[config.mk]
export PLATFORM = sky130hd
export DESIGN_NAME = lfs_mul
export DESIGN_NICKNAME = d
export VERILOG_FILES = /design/src/rtl/core/lfs_mul.sv
export SDC_FILE = /design/constraint.sdc
export NUM_CORES = 2
export LEC_CHECK = 0
export BUFFER_PORTS_ARGS = -buffer_cell sky130_fd_sc_hd__buf_2
export CAP_MARGIN = 10
export CORE_UTILIZATION = 35
export DETAILED_ROUTE_END_ITERATION = 6
export PLACE_DENSITY = 0.6
export SLEW_MARGIN = 20
export SYNTH_ARGS = -nofsm -noshare
export SYNTH_HDL_FRONTEND = slang
export SYNTH_SLANG_ARGS = --single-unit
[constraint.sdc]
create_clock -name aclk -period 8.77 [get_ports aclk]
set_input_delay 1.3155 -clock aclk [delete_from_list [all_inputs] [get_ports aclk]]
set_output_delay 1.3155 -clock aclk [all_outputs]
set_load 0.005 [all_outputs]
[src/rtl/core/lfs_mul.sv]
`default_nettype none

module lfs_mul (
    input  wire logic        aclk,
    input  wire logic [31:0] a,
    input  wire logic [31:0] b,
    output logic [63:0]      p
);

    logic [63:0] p_reg;

    always_ff @(posedge aclk) begin
        p_reg <= 64'(a) * 64'(b);
    end

    assign p = p_reg;

endmodule

`default_nettype wire

==> results.json <==
{
  "status": "completed",
  "coreArea_sq_um": 98300,
  "cts_tree": "done",
  "largest_reg_flops": 64,
  "grt_setup_unrepaired": "false",
  "drtIter0Drc": 1122,
  "routed.top_layer": "met5",
  "tightest_slew_ns": 0.773,
  "wl_per_cell_um": 18.5,
  "worstPathArrival_ns": 8.73,
  "ant_nets": 0,
  "synthCells": 3748,
  "clockBufferDepth": 2,
  "synth_top_family_by_area": "adder cells",
  "synth-xor-area-share": 0.0152,
  "cp-startpoint": "b[8]",
  "ys.flop_type": "dfxtp_1",
  "synthTopCellsByArea": "fa_1 52%, and2_1 11%, ha_1 9.5%, inv_1 9.4%, nand2_1 5.2%",
  "wl_met2_um": 51900,
  "clkSinkCount": 64,
  "drive_gt1_frac": 0.0721,
  "critPathMaxStageDelay_ns": 0.54,
  "port-buffer-count": 128,
  "h-tree-depth": 3,
  "yosysTopAreaCell": "fa_1",
  "hold_class": "input pin to register",
  "maxSlewViolCount": 0,
  "final_cell_mix": "896 x fa_1, 865 x inv_1, 602 x and2_1",
  "synth_fa_ha_area_frac": 0.612,
  "synth-seq-cells": 64,
  "grt_pass1_vias": 26788,
  "worstHoldStart": "a[0]",
  "synth_edf_count": 0,
  "io_pins": 129,
  "post_cts_resize_count": 0,
  "cts_hold_buf": 0,
  "overflow": 0,
  "fin_tns_setup_ns": 0,
  "synthesis.area_sq_um": 34700,
  "syn_nets": 4972,
  "cts-root-buf": "clkbuf_16",
  "num_rows": 115,
  "crit_required_ns": 9.05,
  "finalSetupViolCount": 0,
  "holdPathStages": 3,
  "antenna_found_initial": 10,
  "synthSimpleGateAreaFrac": 0.176,
  "nNetsFinal": 5004,
  "timing.fmax_mhz": 118,
  "drt_wl_total_um": 94000,
  "die_area_sq_um": 100000,
  "cp_slowest_cell": "fa_1",
  "yosysWarnings": 0,
  "timing.max_cap.violations": 0,
  "cts_setup_buffers": 0,
  "synth_compound_area_frac": 0.0415,
  "vias": 24608,
  "slew_headroom": 0.481,
  "synth.area.mux_share": 0.000289,
  "route.detailed.drc": 0,
  "crit_path_end_kind": "register",
  "wl_met1_um": 35600,
  "synthDistinctLibCells": 57,
  "clk_pin_slew_ns": 0.06,
  "hpwl_um": 81400,
  "avgViaCountPerCell": 4.85,
  "gp_congestion": 0.898,
  "yosys.area.top_type_share": 0.517,
  "start_kind": "input pin",
  "hold_violations": 0,
  "area_delta_synth_final_pct": 7.70,
  "crit_fanout": 15,
  "start_util": 0.353,
  "die_y_um": 317,
  "grt_pass1_wl_um": 150000,
  "grt.total_usage": 0.196,
  "grt_max_degree": 33,
  "final_common_cell": "fa_1",
  "met3_wirelength_um": 3130,
  "critical_path_class": "input pin to register",
  "die_x_um": 317,
  "dr.pass1.iters": 5,
  "period_minus_slack_ns": 8.45,
  "avgSynthCellArea_sq_um": 9.25,
  "cpMostUsedCell": "fa_1",
  "async_reset_ff_frac": 0,
  "ys_seq_area_frac": 0.0369,
  "period_share": 0.963,
  "cts_buffers": 9
}
-- worst max-delay path: cells and delay by family --
family | cells | cell delay [ns]
XOR/XNOR | 1 | 0.15
adder cells (fa/ha/maj) | 9 | 4.10
AND/OR/NAND/NOR | 4 | 0.79
buffers and inverters | 8 | 1.06
AO/OA/AOI/OAI | 5 | 1.28
-- layer usage --
metal	vias to the layer above	global-route usage
li1	10903	-
met1	13045	0.231
met2	523	0.370
met3	133	0.0182
met4	4	0.0627
met5	-	0
-- final timing paths --
check / endpoint / slack, ns
setup / recovery: p[62] / 0.32
hold / removal: p[0] / 1.57
-- layout make-up --
type                    instances  area (sq um)
fillers                      9976         60900
multi-input cells            2599         29300
inverters                     865          3250
well taps                    1287          1610
repair buffers                241          1550
flip-flops and latches         64          1280
clock buffers                  10           229
clock inverters                 6           108
diodes                          2          5.00
-- kinds of logic after synthesis --
logic type | after synthesis
mux | 1
simple gates | 1177
compound gates | 202
flops | 64
xor+xnor | 60
fa+ha+maj | 1159
buf+inv | 1085
-- through the flow --
step	area [sq um]	util	cells	hold slack (ns)	worst slack, ns
finish	37300	0.380	5074	1.57	0.322
global route	37300	0.380	5074	1.56	0.0310
CTS	37300	0.380	5072	1.54	0.374
detailed placement	37000	0.377	5056	1.69	0.00595
global placement	37000	0.377	5056	1.69	0.0955
floorplan	34700	-	3748	1.44	0.702
-- synthesized netlist by cell type (all sizes together) (2+ instances only) --
master and n:
a221oi 4, a21oi 66, o21a 9, o221ai 3
nand2b 2, o221a 2, and4 3, nor2 20
or4 3, nor3 7, and3b 2, o211ai 2
o21bai 11, nand2 480, a21o 40, dfxtp 64
o31ai 5, nor2b 2, a221o 4, buf 7
and2 602, xor2 25, ha 263, a311oi 2
fa 896, nand3 10, a21boi 3, and3 14
clkbuf 213, nand4 23, a211oi 3, xnor2 35
a31oi 12, or2 3, or3 3, inv 865
o21ai 26
Power is left out: the tool's default activity adds up to more than one toggle a clock period on the data nets, which glitch-free logic cannot reach.
