### src/rtl/core/lfs_pkg.sv
`default_nettype none

package lfs_pkg;

    localparam int EXP_SEGMENTS_DEF = 64;

    localparam int DATA_W  = 32;
    localparam int Z_W     = 48;
    localparam int CFG_IDX_W = 3;
    localparam int QUO_W   = 34;
    localparam int CNT_W   = 6;

    localparam logic [CFG_IDX_W-1:0] REG_STIFFNESS = 3'd0;
    localparam logic [CFG_IDX_W-1:0] REG_DAMPING   = 3'd1;
    localparam logic [CFG_IDX_W-1:0] REG_VISCOUS   = 3'd2;
    localparam logic [CFG_IDX_W-1:0] REG_COULOMB   = 3'd3;
    localparam logic [CFG_IDX_W-1:0] REG_BREAKAWAY = 3'd4;
    localparam logic [CFG_IDX_W-1:0] REG_STRIBECK  = 3'd5;
    localparam logic [CFG_IDX_W-1:0] REG_PERIOD    = 3'd6;

    localparam logic [31:0] RST_STIFFNESS = 32'd65536000;
    localparam logic [31:0] RST_DAMPING   = 32'd655360;
    localparam logic [31:0] RST_VISCOUS   = 32'd26214;
    localparam logic [31:0] RST_COULOMB   = 32'd65536;
    localparam logic [31:0] RST_BREAKAWAY = 32'd98304;
    localparam logic [31:0] RST_STRIBECK  = 32'd2684355;
    localparam logic [31:0] RST_PERIOD    = 32'd4294967;

    // tiny g threshold in q16.47 and bristle rate cap
    localparam logic [63:0]      G_MIN = 64'd1407374;
    localparam logic [QUO_W-1:0] Q_CAP = 34'h2_0000_0000;

    localparam logic [CNT_W-1:0] RATIO_BITS = 6'd18;
    localparam logic [CNT_W-1:0] QUO_BITS   = 6'd34;

    typedef struct packed {
        logic              start;
        logic [63:0]       rem_init;
        logic [QUO_W-1:0]  num_lo;
        logic [CNT_W-1:0]  nbits;
        logic [63:0]       divisor;
    } div_req_t;

    typedef struct packed {
        logic              busy;
        logic              done;
        logic [QUO_W-1:0]  quo;
    } div_rsp_t;

endpackage

`default_nettype wire

### src/rtl/core/lfs_div.sv
`default_nettype none

module lfs_div (
    input  wire logic              aclk,
    input  wire logic              aresetn,
    input  wire lfs_pkg::div_req_t req,
    output lfs_pkg::div_rsp_t      rsp
);

    logic [lfs_pkg::CNT_W-1:0] cnt_reg;
    logic                      done_reg;
    logic [63:0]               rem_reg;
    logic [63:0]               d_reg;
    logic [lfs_pkg::QUO_W-1:0] sh_reg;
    logic [lfs_pkg::QUO_W-1:0] quo_reg;

    logic [63:0] rem_t;
    logic        ge;
    logic [63:0] rem_next;

    always_comb begin
        rem_t    = {rem_reg[62:0], sh_reg[lfs_pkg::QUO_W-1]};
        ge       = (rem_t >= d_reg);
        rem_next = ge ? (rem_t - d_reg) : rem_t;
    end

    always_ff @(posedge aclk) begin
        if (!aresetn) begin
            cnt_reg  <= '0;
            done_reg <= 1'b0;
        end else begin
            done_reg <= (cnt_reg == lfs_pkg::CNT_W'(1));
            if (req.start) begin
                cnt_reg <= req.nbits;
            end else if (cnt_reg != '0) begin
                cnt_reg <= cnt_reg - lfs_pkg::CNT_W'(1);
            end
        end
    end

    always_ff @(posedge aclk) begin
        if (req.start) begin
            rem_reg <= req.rem_init;
            sh_reg  <= req.num_lo;
            d_reg   <= req.divisor;
            quo_reg <= '0;
        end else if (cnt_reg != '0) begin
            rem_reg <= rem_next;
            sh_reg  <= {sh_reg[lfs_pkg::QUO_W-2:0], 1'b0};
            quo_reg <= {quo_reg[lfs_pkg::QUO_W-2:0], ge};
        end
    end

    assign rsp.busy = (cnt_reg != '0);
    assign rsp.done = done_reg;
    assign rsp.quo  = quo_reg;

endmodule

`default_nettype wire

### config.mk
export PLATFORM = sky130hd
export DESIGN_NAME = lfs_div
export DESIGN_NICKNAME = d
export VERILOG_FILES = /design/src/rtl/core/lfs_pkg.sv /design/src/rtl/core/lfs_div.sv
export SDC_FILE = /design/constraint.sdc
export NUM_CORES = 1
export LEC_CHECK = 0
export BUFFER_PORTS_ARGS = -buffer_cell sky130_fd_sc_hd__clkbuf_2
export CAP_MARGIN = 0
export CORE_MARGIN = 8
export CORE_UTILIZATION = 53
export CTS_BUF_LIST = sky130_fd_sc_hd__clkbuf_8
export DETAILED_ROUTE_END_ITERATION = 7
export HOLD_SLACK_MARGIN = 0.03
export PLACE_DENSITY = 0.79
export SETUP_SLACK_MARGIN = 0.02
export SYNTH_ARGS = -nofsm -noshare
export SYNTH_HDL_FRONTEND = slang
export SYNTH_SLANG_ARGS = --single-unit
### constraint.sdc
create_clock -name aclk -period 4.35 [get_ports aclk]
set_input_delay 0.6525 -clock aclk [delete_from_list [all_inputs] [get_ports aclk]]
set_output_delay 0.6525 -clock aclk [all_outputs]
set_load 0.01 [all_outputs]
==> results by group, run 1 <==
Yosys
  • Synth Flop Type: edfxtp_1
  • Register area share after synthesis: 0.452
  • Synthesized area per cell: 9.57 um2
  • Synth Net Count: 1546
  • Post-synth top area share: 0.386
  • Synth warnings: 0
  • Area leader, netlist: edfxtp_1
  • Count leader, synth: edfxtp_1
  • Post-synth top cells: 161 x edfxtp_1, 147 x nand2_1, 146 x a21oi_1
  • Number of flops mapped to enable cells by yosys: 161
  • Post-Syn Area: 0.0125 mm2
  • Top area cells in the synthesized netlist: edfxtp_1 39%, ha_1 6.6%, dfxtp_1 6.6%
  • Mapped Cells: 1308
  • Number of synthesized register bits: 202
  • Synth unique cells: 76
  • Async set-or-reset flop fraction in the synthesized netlist: 0

Timing
  • RSZ-0062 raised after global routing: false
  • Fmax: 269 MHz
  • Endpoints failing setup: 0
  • Slew headroom: 0.542
  • Clock skew: 0.0135 ns
  • Final setup margin: 0.628 ns
  • Final hold vios: 0
  • Slew Limit Fails: 0
  • Post-Route Setup TNS: 0 ns
  • Worst Tran Pin Value: 0.687 ns
  • Period utilisation layout: 0.856
  • Min Hold Slack: 0.291 ns
  • Minimum clock period: 3.72 ns

Pwr
  • Worst vdd ir: 419 uV
  • PD cells: 660 mW/mm2
  • Power, Total: 9.51 mW
  • Leak pwr: 6.11 nW

Route
  • Vias: 10.2k
  • Total Routed Length: 30400 um
  • Met2 wire len: 14500 um
  • Met3 WL: 1700 um
  • Residual DRC count: 0
  • Vias per cell: 5.57
  • DRT antenna net count: 0
  • Detailed Route Iter0 Violations: 791
  • Highest routed layer: met4
  • Routed len/inst: 16.6 um
  • Router iterations before antenna repair: 6
  • M1 WL: 13300 um

Layout
  • Register area: 0.00566 mm2
  • Nets: 1723
  • Fin cells: 1832
  • Final core occ: 0.618
  • Multi-input logic area: 0.00615 mm2
  • Antenna Diode Count: 0
  • Post-Layout Inst Area: 0.0144 mm2
  • Layout area overhead: 15.2%
  • Share of layout cells above drive strength 1: 0.225
  • Fillers: 1997
  • Number of flip-flops in the largest register: 64

CTS
  • Post-CTS Hold Buffers: 0
  • CTS resizes: 0
  • CTS clock-pin slew for the worst setup and hold paths: 0.07 ns
  • Postcts setup bufs: 0
  • Clk buf depth: 3
  • H-tree Lvls: 2
  • TritonCTS buffer count: 37
  • CTS tree: done
  • Sink Count: 202
  • Root Buffer: clkbuf_8
  • Clock Latency Late Sink: 0.53 ns

Place
  • IO buf count: 205
  • Detailed Place HPWL: 22500 um
  • Placed cell count: 1765
  • Place WS: 0.715 ns
  • GPL Wtd Cong: 0.933
  • Placed inst area: 0.0137 mm2

Worst setup path
  • WP buf/inv: 1
  • Crit path max-delay cell type: o21ai_4
  • Worst path arrival time: 3.98 ns
  • Critical path type: reg -> reg
  • Critical-path maximum fanout: 32
  • Startpoint types: register
  • Worst EP required: 4.61 ns
  • CP top delay family: compound AO/OA/AOI/OAI gates
  • Crit. End Element: register
  • Slowest Stage Delay on Critical Path: 0.51 ns
  • Most Frequent Cell on Critical Path: a21oi_1
  • Critical path cell sequence: ha_1, a21oi_1, o21a_1, o21ai_1, a221oi_1, nand3_1, o21ai_4, buf_4, nor2_1, a211oi_1, a21oi_1

Global route
  • First-pass GRT wire length: 49100 um
  • Gr ovfl total: 0
  • Initial antenna violation count: 0
  • Vias in the first global route: 10.2k
  • Pin count of the biggest net entering global routing: 133
  • Total Routing Usage GR: 0.206

Die
  • Initial core utilization: 0.536
  • Die height: 170 um
  • Die Span X: 170 um
  • Cell Rows: 56
  • Core area: 0.0233 mm2
  • Die area: 0.0288 mm2
  • IO Count: 207

Status
  • Status: completed

Hold path
  • Worst hold path class: in -> reg

Flow run
  • Max Cap Violations: 0
[logic make-up (layout without fill, tap and decap cells)]
| group | count (synthesis) | count (layout) | synth area share |
|---|---|---|---|
| AND/OR/NAND/NOR | 384 | 384 | 0.147 |
| AO/OA/AOI/OAI | 364 | 364 | 0.186 |
| flip-flops | 202 | 202 | 0.452 |
| buffers and inverters | 182 | 387 | 0.0582 |
| multiplexers | 69 | 69 | 0.0615 |
| adder cells (fa/ha/maj) | 67 | 67 | 0.0676 |
| XOR/XNOR | 40 | 40 | 0.0280 |
[power by group]
part | leakage [nW] | switching (mW) | internal, mW | total, mW
Clock | 0.402 | 0.807 | 0.875 | 1.68
Sequential | 1.96 | 0.223 | 2.66 | 2.88
Combinational | 3.75 | 2.99 | 1.95 | 4.94
[final cells by class]
| class | instances | share of cell area |
|---|---|---|
| repair buffers | 215 | 0.0780 |
| well taps | 319 | 0.0277 |
| flip-flops and latches | 202 | 0.392 |
| clock buffers | 41 | 0.0392 |
| clock inverters | 26 | 0.00851 |
| inverters | 105 | 0.0274 |
| multi-input cells | 924 | 0.427 |
[worst reg2reg max path: cells and delay by family (launching register included)]
| family | cells | cell delay, ns |
|---|---|---|
| AOI/OAI and AO/OA | 7 | 1.85 |
| adders and majority gates | 1 | 0.44 |
| buffers and inverters | 1 | 0.44 |
| DFF | 1 | 0.40 |
| and+or+nand+nor | 2 | 0.34 |
[layout by cell type (no fill, tap or decap), types with 8 or more instances in the layout]
cell type	synthesis	layout
o21ai_0	51	51
nand2_1	147	147
nand2b_1	19	18
and2_1	10	10
nor3_1	31	31
buf_4	7	9
a31oi_1	9	9
nor2b_1	18	18
dfxtp_1	41	41
nor4_1	13	12
xor2_1	17	17
nand3_1	15	15
mux2i_1	9	9
nand4_1	27	27
o21a_1	19	18
a21oi_1	146	146
o21ai_1	10	10
or3_1	8	8
a211oi_1	23	23
mux2_2	57	57
ha_1	66	66
inv_1	105	119
clkbuf_2	0	204
clkbuf_8	0	41
o21bai_1	13	13
a21o_1	26	26
xnor2_1	23	23
nor2_1	71	71
edfxtp_1	161	161
[final timing paths]
check / depth (start not counted) / slack (ns) / startpoint / to
worst max-delay path: 11 / 0.63 / rem_reg[46] / rem_reg[10]
worst min-delay path: 1 / 0.29 / req[46] / d_reg[46]
worst max register to register: 11 / 0.63 / rem_reg[46] / rem_reg[10]
worst min register to register: 2 / 0.46 / quo_reg[33] / quo_reg[33]
[per-layer routing]
metal,track usage,up-vias
li1,-,5103
met1,0.262,4717
met2,0.348,322
met3,0.0358,66
met4,0.0758,0
met5,0,-
Power figures use the tool's default switching activity.
==> run 2, diff against run 1 <==
- CTS_BUF_LIST: sky130_fd_sc_hd__clkbuf_8 -> sky130_fd_sc_hd__clkbuf_2
==> results by group, run 2 (synthesis results as in run 1) <==
CTS
  • Clk buf depth: 3 (unchanged)
  • Sink Count: 202 (unchanged)
  • CTS tree: done
  • TritonCTS buffer count: 53 (+43%)
  • CTS resizes: 0 (unchanged)
  • Clock Latency Late Sink: 0.83 ns (+0.30 ns)
  • CTS clock-pin slew for the worst setup and hold paths: 0.11 ns (+0.04 ns)
  • H-tree Lvls: 2 (unchanged)
  • Root Buffer: clkbuf_2

Pwr
  • Power, Total: 9.19 mW (-3.3%)
  • Leak pwr: 6.34 nW (+3.7%)
  • Clock power share: 0.144 (-0.033)
  • Worst vdd ir: 341 uV (-19%)
  • Comb pwr share: 0.544 (+0.024)
  • Int Power: 5.18 mW (-5.6%)
  • PD cells: 619 mW/mm2 (-6.1%)
  • Switch Pwr: 4.02 mW (-0.17%)
  • Register share of total power: 0.313 (+0.010)
  • Sw Ratio: 0.437 (+0.0137)

Die
  • Die Span X: 170 um (unchanged)
  • Die height: 170 um (unchanged)
  • Core area: 0.0233 mm2 (unchanged)
  • IO Count: 207 (unchanged)
  • Die area: 0.0288 mm2 (unchanged)
  • Initial core utilization: 0.536 (unchanged)
  • Cell Rows: 56 (unchanged)

Layout
  • Layout area overhead: 18.7%
  • Commonest non-fill, non-tap cell in the layout: clkbuf_2
  • Share of layout cells above drive strength 1: 0.234 (+0.00822)
  • Number of flip-flops in the largest register: 64 (unchanged)
  • Nets: 1804 (+4.7%)
  • Most frequent cells in the layout: 283 x clkbuf_2, 161 x edfxtp_1, 147 x nand2_1, 146 x a21oi_1, 105 x inv_1
  • Final core occ: 0.636 (+0.0187)

Worst setup path
  • R2r setup slk: 0.68 ns (+0.05 ns)
  • Critical-path maximum fanout: 32 (unchanged)
  • Startpoint types: register
  • Worst EP required: 4.92 ns (+0.31 ns)
  • Crit. End Element: register
  • Worst path arrival time: 4.24 ns (+0.26 ns)
  • Critical path type: reg -> reg

Flow run
  • Max Cap Violations: 0 (unchanged)

Hold path
  • Worst hold path class: in -> reg

Timing
  • RSZ-0062 raised after global routing: false
  • Slew headroom: 0.515 (-0.0265)
  • Fmax: 273 MHz (+1.5%)
  • Worst Tran Pin Value: 0.719 ns (+0.0321 ns)
  • Post-Route Setup TNS: 0 ns (unchanged)
  • Clock skew: 0.0461 ns (+0.0325 ns)
  • Minimum clock period: 3.67 ns (-0.0535 ns)
  • Final hold vios: 0 (unchanged)
  • Endpoints failing setup: 0 (unchanged)
  • Period utilisation layout: 0.843 (-0.0123)
  • Min Hold Slack: 0.115 ns (-0.176 ns)
  • Slew Limit Fails: 0 (unchanged)

Global route
  • Gr ovfl total: 0 (unchanged)
  • First-pass GRT wire length: 51200 um (+4.3%)
  • Pin count of the biggest net entering global routing: 133 (unchanged)
  • Initial antenna violation count: 2 (+2)
  • Total Routing Usage GR: 0.215 (+0.00838)
  • Vias in the first global route: 10.7k (+5.3%)

Route
  • Residual DRC count: 0 (unchanged)
  • Router iterations before antenna repair: 6 (unchanged)
  • Detailed Route Iter0 Violations: 784 (-0.88%)
  • DRT antenna net count: 0 (unchanged)
  • Vias: 10.7k (+4.7%)
  • Total Routed Length: 31600 um (+4.1%)
  • Routed len/inst: 16.5 um (-0.76%)
  • Vias per cell: 5.56 (-0.20%)

Place
  • GPL Wtd Cong: 0.933 (unchanged)
  • IO buf count: 205 (unchanged)
  • Detailed Place HPWL: 22500 um (unchanged)

Status
  • Status: completed
==> run 2: what timing repair did <==
item | in CTS | in global routing
hold buffers | 65 | 0
buffers inserted | 0 | 0
endpoints found under the hold margin | 65 | 0
==> run 2: path summary, 6_finish.rpt <==
check | startpoint | end | cells after the start
worst min register to register | quo_reg[33] | quo_reg[33] | 2
worst min-delay path | req[131] | rem_reg[27] | 3
worst max-delay path | rem_reg[46] | rem_reg[10] | 11
worst max register to register | rem_reg[46] | rem_reg[10] | 11
==> run 2: metrics by stage <==
| stage | area (um2) | instances | setup WS [ns] |
|---|---|---|---|
| 2_1_floorplan | 12500 | 1308 | 0.0305 |
| 3_3_place_gp | 13700 | 1765 | 0.802 |
| 3_5_place_dp | 13700 | 1765 | 0.715 |
| 4_1_cts | 14800 | 1920 | 0.687 |
| 5_1_grt | 14800 | 1922 | 0.352 |
| 6_report | 14800 | 1922 | 0.681 |
==> run 2: cell type report <==
type / count / area [um2]
timing repair buffer: 280 / 1770
multi-input combinational: 924 / 6150
fill: 1923 / 8490
tap: 319 / 399
sequential: 202 / 5660
clock inverter: 11 / 72.6
antenna: 2 / 5.00
inverter: 105 / 394
clock buffer: 79 / 395
==> run 2: power by group through the flow <==
| stage | clock (mW) | sequential, mW | combinational (mW) |
|---|---|---|---|
| floorplan | 0 | 2.85 | 3.87 |
| global placement | 0 | 2.89 | 4.74 |
| detailed placement | 0 | 2.91 | 4.85 |
| CTS | 1.37 | 2.87 | 4.93 |
| global route | 1.47 | 2.93 | 5.55 |
| finish | 1.32 | 2.88 | 5.00 |
==> run 2: routing by layer <==
layer | track usage | vias to the layer above | routed length [um] | share of wire
met1 | 0.265 | 4972 | 13300 | 0.42
met4 | 0.0781 | 0 | 855 | 0.027
met3 | 0.0444 | 63 | 2040 | 0.064
met2 | 0.366 | 369 | 15400 | 0.49
li1 | - | 5284 | - | -
met5 | 0 | - | 0 | 0
==> run 2: critical path, stage by stage, from the launching register on <==
cell,delay (ns)
edfxtp_1,0.42
ha_1,0.44
a21oi_1,0.29
o21a_1,0.17
o21ai_1,0.09
a221oi_1,0.38
nand3_1,0.20
o21ai_4,0.49
buf_4,0.44
nor2_1,0.11
a211oi_1,0.31
a21oi_1,0.07
==> run 3, diff against run 2 <==
- clock period: 4.35 -> 3.3 ns (I/O delays scaled with it)
==> results by group, run 3 (synthesis results as in run 1) <==
Status
  • Status: completed

Place
  • Detailed Place HPWL: 23700 um (+5.3%)
  • Placed cell count: 1812 (+2.7%)
  • Placed inst area: 0.0142 mm2 (+3.1%)
  • GPL Wtd Cong: 0.910 (-2.5%)
  • IO buf count: 205 (unchanged)

CTS
  • TritonCTS buffer count: 53 (unchanged)
  • Root Buffer: clkbuf_2
  • H-tree Lvls: 2 (unchanged)
  • Sink Count: 202 (unchanged)
  • Clk buf depth: 3 (unchanged)
  • CTS clock-pin slew for the worst setup and hold paths: 0.11 ns (about the same)
  • CTS tree: done
  • Clock Latency Late Sink: 0.85 ns (+0.02 ns)

Die
  • Die height: 170 um (unchanged)
  • Die area: 0.0288 mm2 (unchanged)
  • Initial core utilization: 0.536 (unchanged)
  • Cell Rows: 56 (unchanged)
  • Die Span X: 170 um (unchanged)
  • IO Count: 207 (unchanged)
  • Core area: 0.0233 mm2 (unchanged)

Pwr
  • Worst vdd ir: 601 uV (+76%)
  • Leak pwr: 7.01 nW (+11%)
  • PD cells: 807 mW/mm2 (+30%)

Layout
  • Multi-input logic area: 0.00630 mm2 (+2.5%)
  • Share of layout cells above drive strength 1: 0.258 (+0.0243)
  • Number of flip-flops in the largest register: 64 (unchanged)
  • Layout area overhead: 31.1%
  • Commonest non-fill, non-tap cell in the layout: clkbuf_2
  • Fin cells: 2069 (+7.6%)
  • Most frequent cells in the layout: 277 x clkbuf_2, 161 x edfxtp_1, 159 x dlygate4sd3_1, 147 x nand2_1, 136 x a21oi_1
  • Post-Layout Inst Area: 0.0164 mm2 (+10%)
  • Register area: 0.00566 mm2 (unchanged)
  • Nets: 1948 (+8.0%)
  • Fillers: 1729 (-10%)

Route
  • Residual DRC count: 0 (unchanged)
  • Routed len/inst: 18.0 um (+9.6%)
  • Vias per cell: 5.67 (+1.9%)
  • Vias: 11.7k (+9.7%)
  • Detailed Route Iter0 Violations: 925 (+18%)
  • Router iterations before antenna repair: 5 (-1)
  • DRT antenna net count: 0 (unchanged)
  • Total Routed Length: 37300 um (+18%)

Timing
  • Minimum clock period: 3.20 ns (-0.470 ns)
  • RSZ-0062 raised after global routing: true
  • Final hold vios: 0 (unchanged)
  • Slew Limit Fails: 0 (unchanged)
  • Clock skew: 0.0608 ns (+0.0147 ns)
  • Slew headroom: 0.528 (+0.0123)
  • Period utilisation layout: 0.969 (+0.126)
  • Endpoints failing setup: 0 (unchanged)
  • Post-Route Setup TNS: 0 ns (unchanged)
  • Worst Tran Pin Value: 0.709 ns (-0.0108 ns)
  • Fmax: 313 MHz (+15%)

Hold path
  • Worst hold path class: in -> reg

Worst setup path
  • Worst EP required: 3.96 ns (-0.96 ns)
  • Crit. End Element: register
  • Critical path type: reg -> reg
  • Worst path arrival time: 3.86 ns (-0.38 ns)
  • Startpoint types: register
  • Critical-path maximum fanout: 4 (-88%)

Flow run
  • Max Cap Violations: 0 (unchanged)

Global route
  • Gr ovfl total: 0 (unchanged)
  • Vias in the first global route: 11.9k (+11%)
  • Initial antenna violation count: 4 (+2)
  • First-pass GRT wire length: 58400 um (+14%)
  • Total Routing Usage GR: 0.249 (+0.0344)
  • Pin count of the biggest net entering global routing: 131 (-1.5%)
==> run 3: where the power goes <==
group	switching (mW)	total (mW)	leakage (nW)	internal [mW]
clock	1.10	1.78	0.353	0.677
combinational	4.37	7.64	4.70	3.27
sequential	0.323	3.82	1.96	3.50
==> run 3: path summary, 6_finish.rpt <==
path               startpoint     endpoint  slack, ns  depth (start not counted)
setup reg to reg     d_reg[0]  rem_reg[60]       0.10                         11
setup / recovery     d_reg[0]  rem_reg[60]       0.10                         11
hold reg to reg   quo_reg[30]  quo_reg[31]       0.47                          2
hold / removal       req[155]  rem_reg[51]        0.1                          3
==> run 3: critical path, stage by stage, from the launching register on <==
cell	delay, ns
edfxtp_1	0.40
ha_1	0.25
fa_1	0.42
nor2b_2	0.17
o211ai_1	0.15
a21oi_2	0.24
o21ai_2	0.14
a211oi_1	0.39
nor3_2	0.14
o31ai_1	0.32
mux2i_1	0.23
o311a_1	0.18
==> run 3: area by class of cell <==
class,instances,share of cell area
diodes,5,0.000763
clock buffers,73,0.0223
clock inverters,17,0.00595
inverters,105,0.0240
multi-input cells,924,0.384
flip-flops and latches,202,0.345
well taps,319,0.0243
repair buffers,424,0.193
==> run 3: through the flow <==
| stage | hold slack, ns | util | worst slack (ns) | total power, mW |
|---|---|---|---|---|
| 2_1_floorplan | 0.476 | - | 0.249 | 8.86 |
| 3_3_place_gp | 0.439 | 0.606 | 0.119 | 10.7 |
| 3_5_place_dp | 0.459 | 0.606 | -0.0172 | 10.9 |
| 4_1_cts | 0.0421 | 0.695 | 0.0205 | 12.8 |
| 5_1_grt | 0.0648 | 0.703 | 0.0000111 | 14.1 |
| 6_report | 0.0966 | 0.703 | 0.101 | 13.2 |
==> run 3: repair_timing <==
item,4_1_cts,5_1_grt
buffers inserted,0,3
hold buffers,159,0
resized for setup,3,34
endpoints found under the setup margin,8,40
hold endpoints to repair,156,0
pin swaps,2,8
==> run 3: routing by layer <==
metal / part of all wire / vias up / track usage / routed length, um
met3: 0.067 / 130 / 0.0486 / 2500
met1: 0.40 / 5473 / 0.295 / 14800
li1: - / 5590 / - / -
met4: 0.040 / 0 / 0.121 / 1480
met5: 0 / - / 0 / 0
met2: 0.50 / 535 / 0.428 / 18500
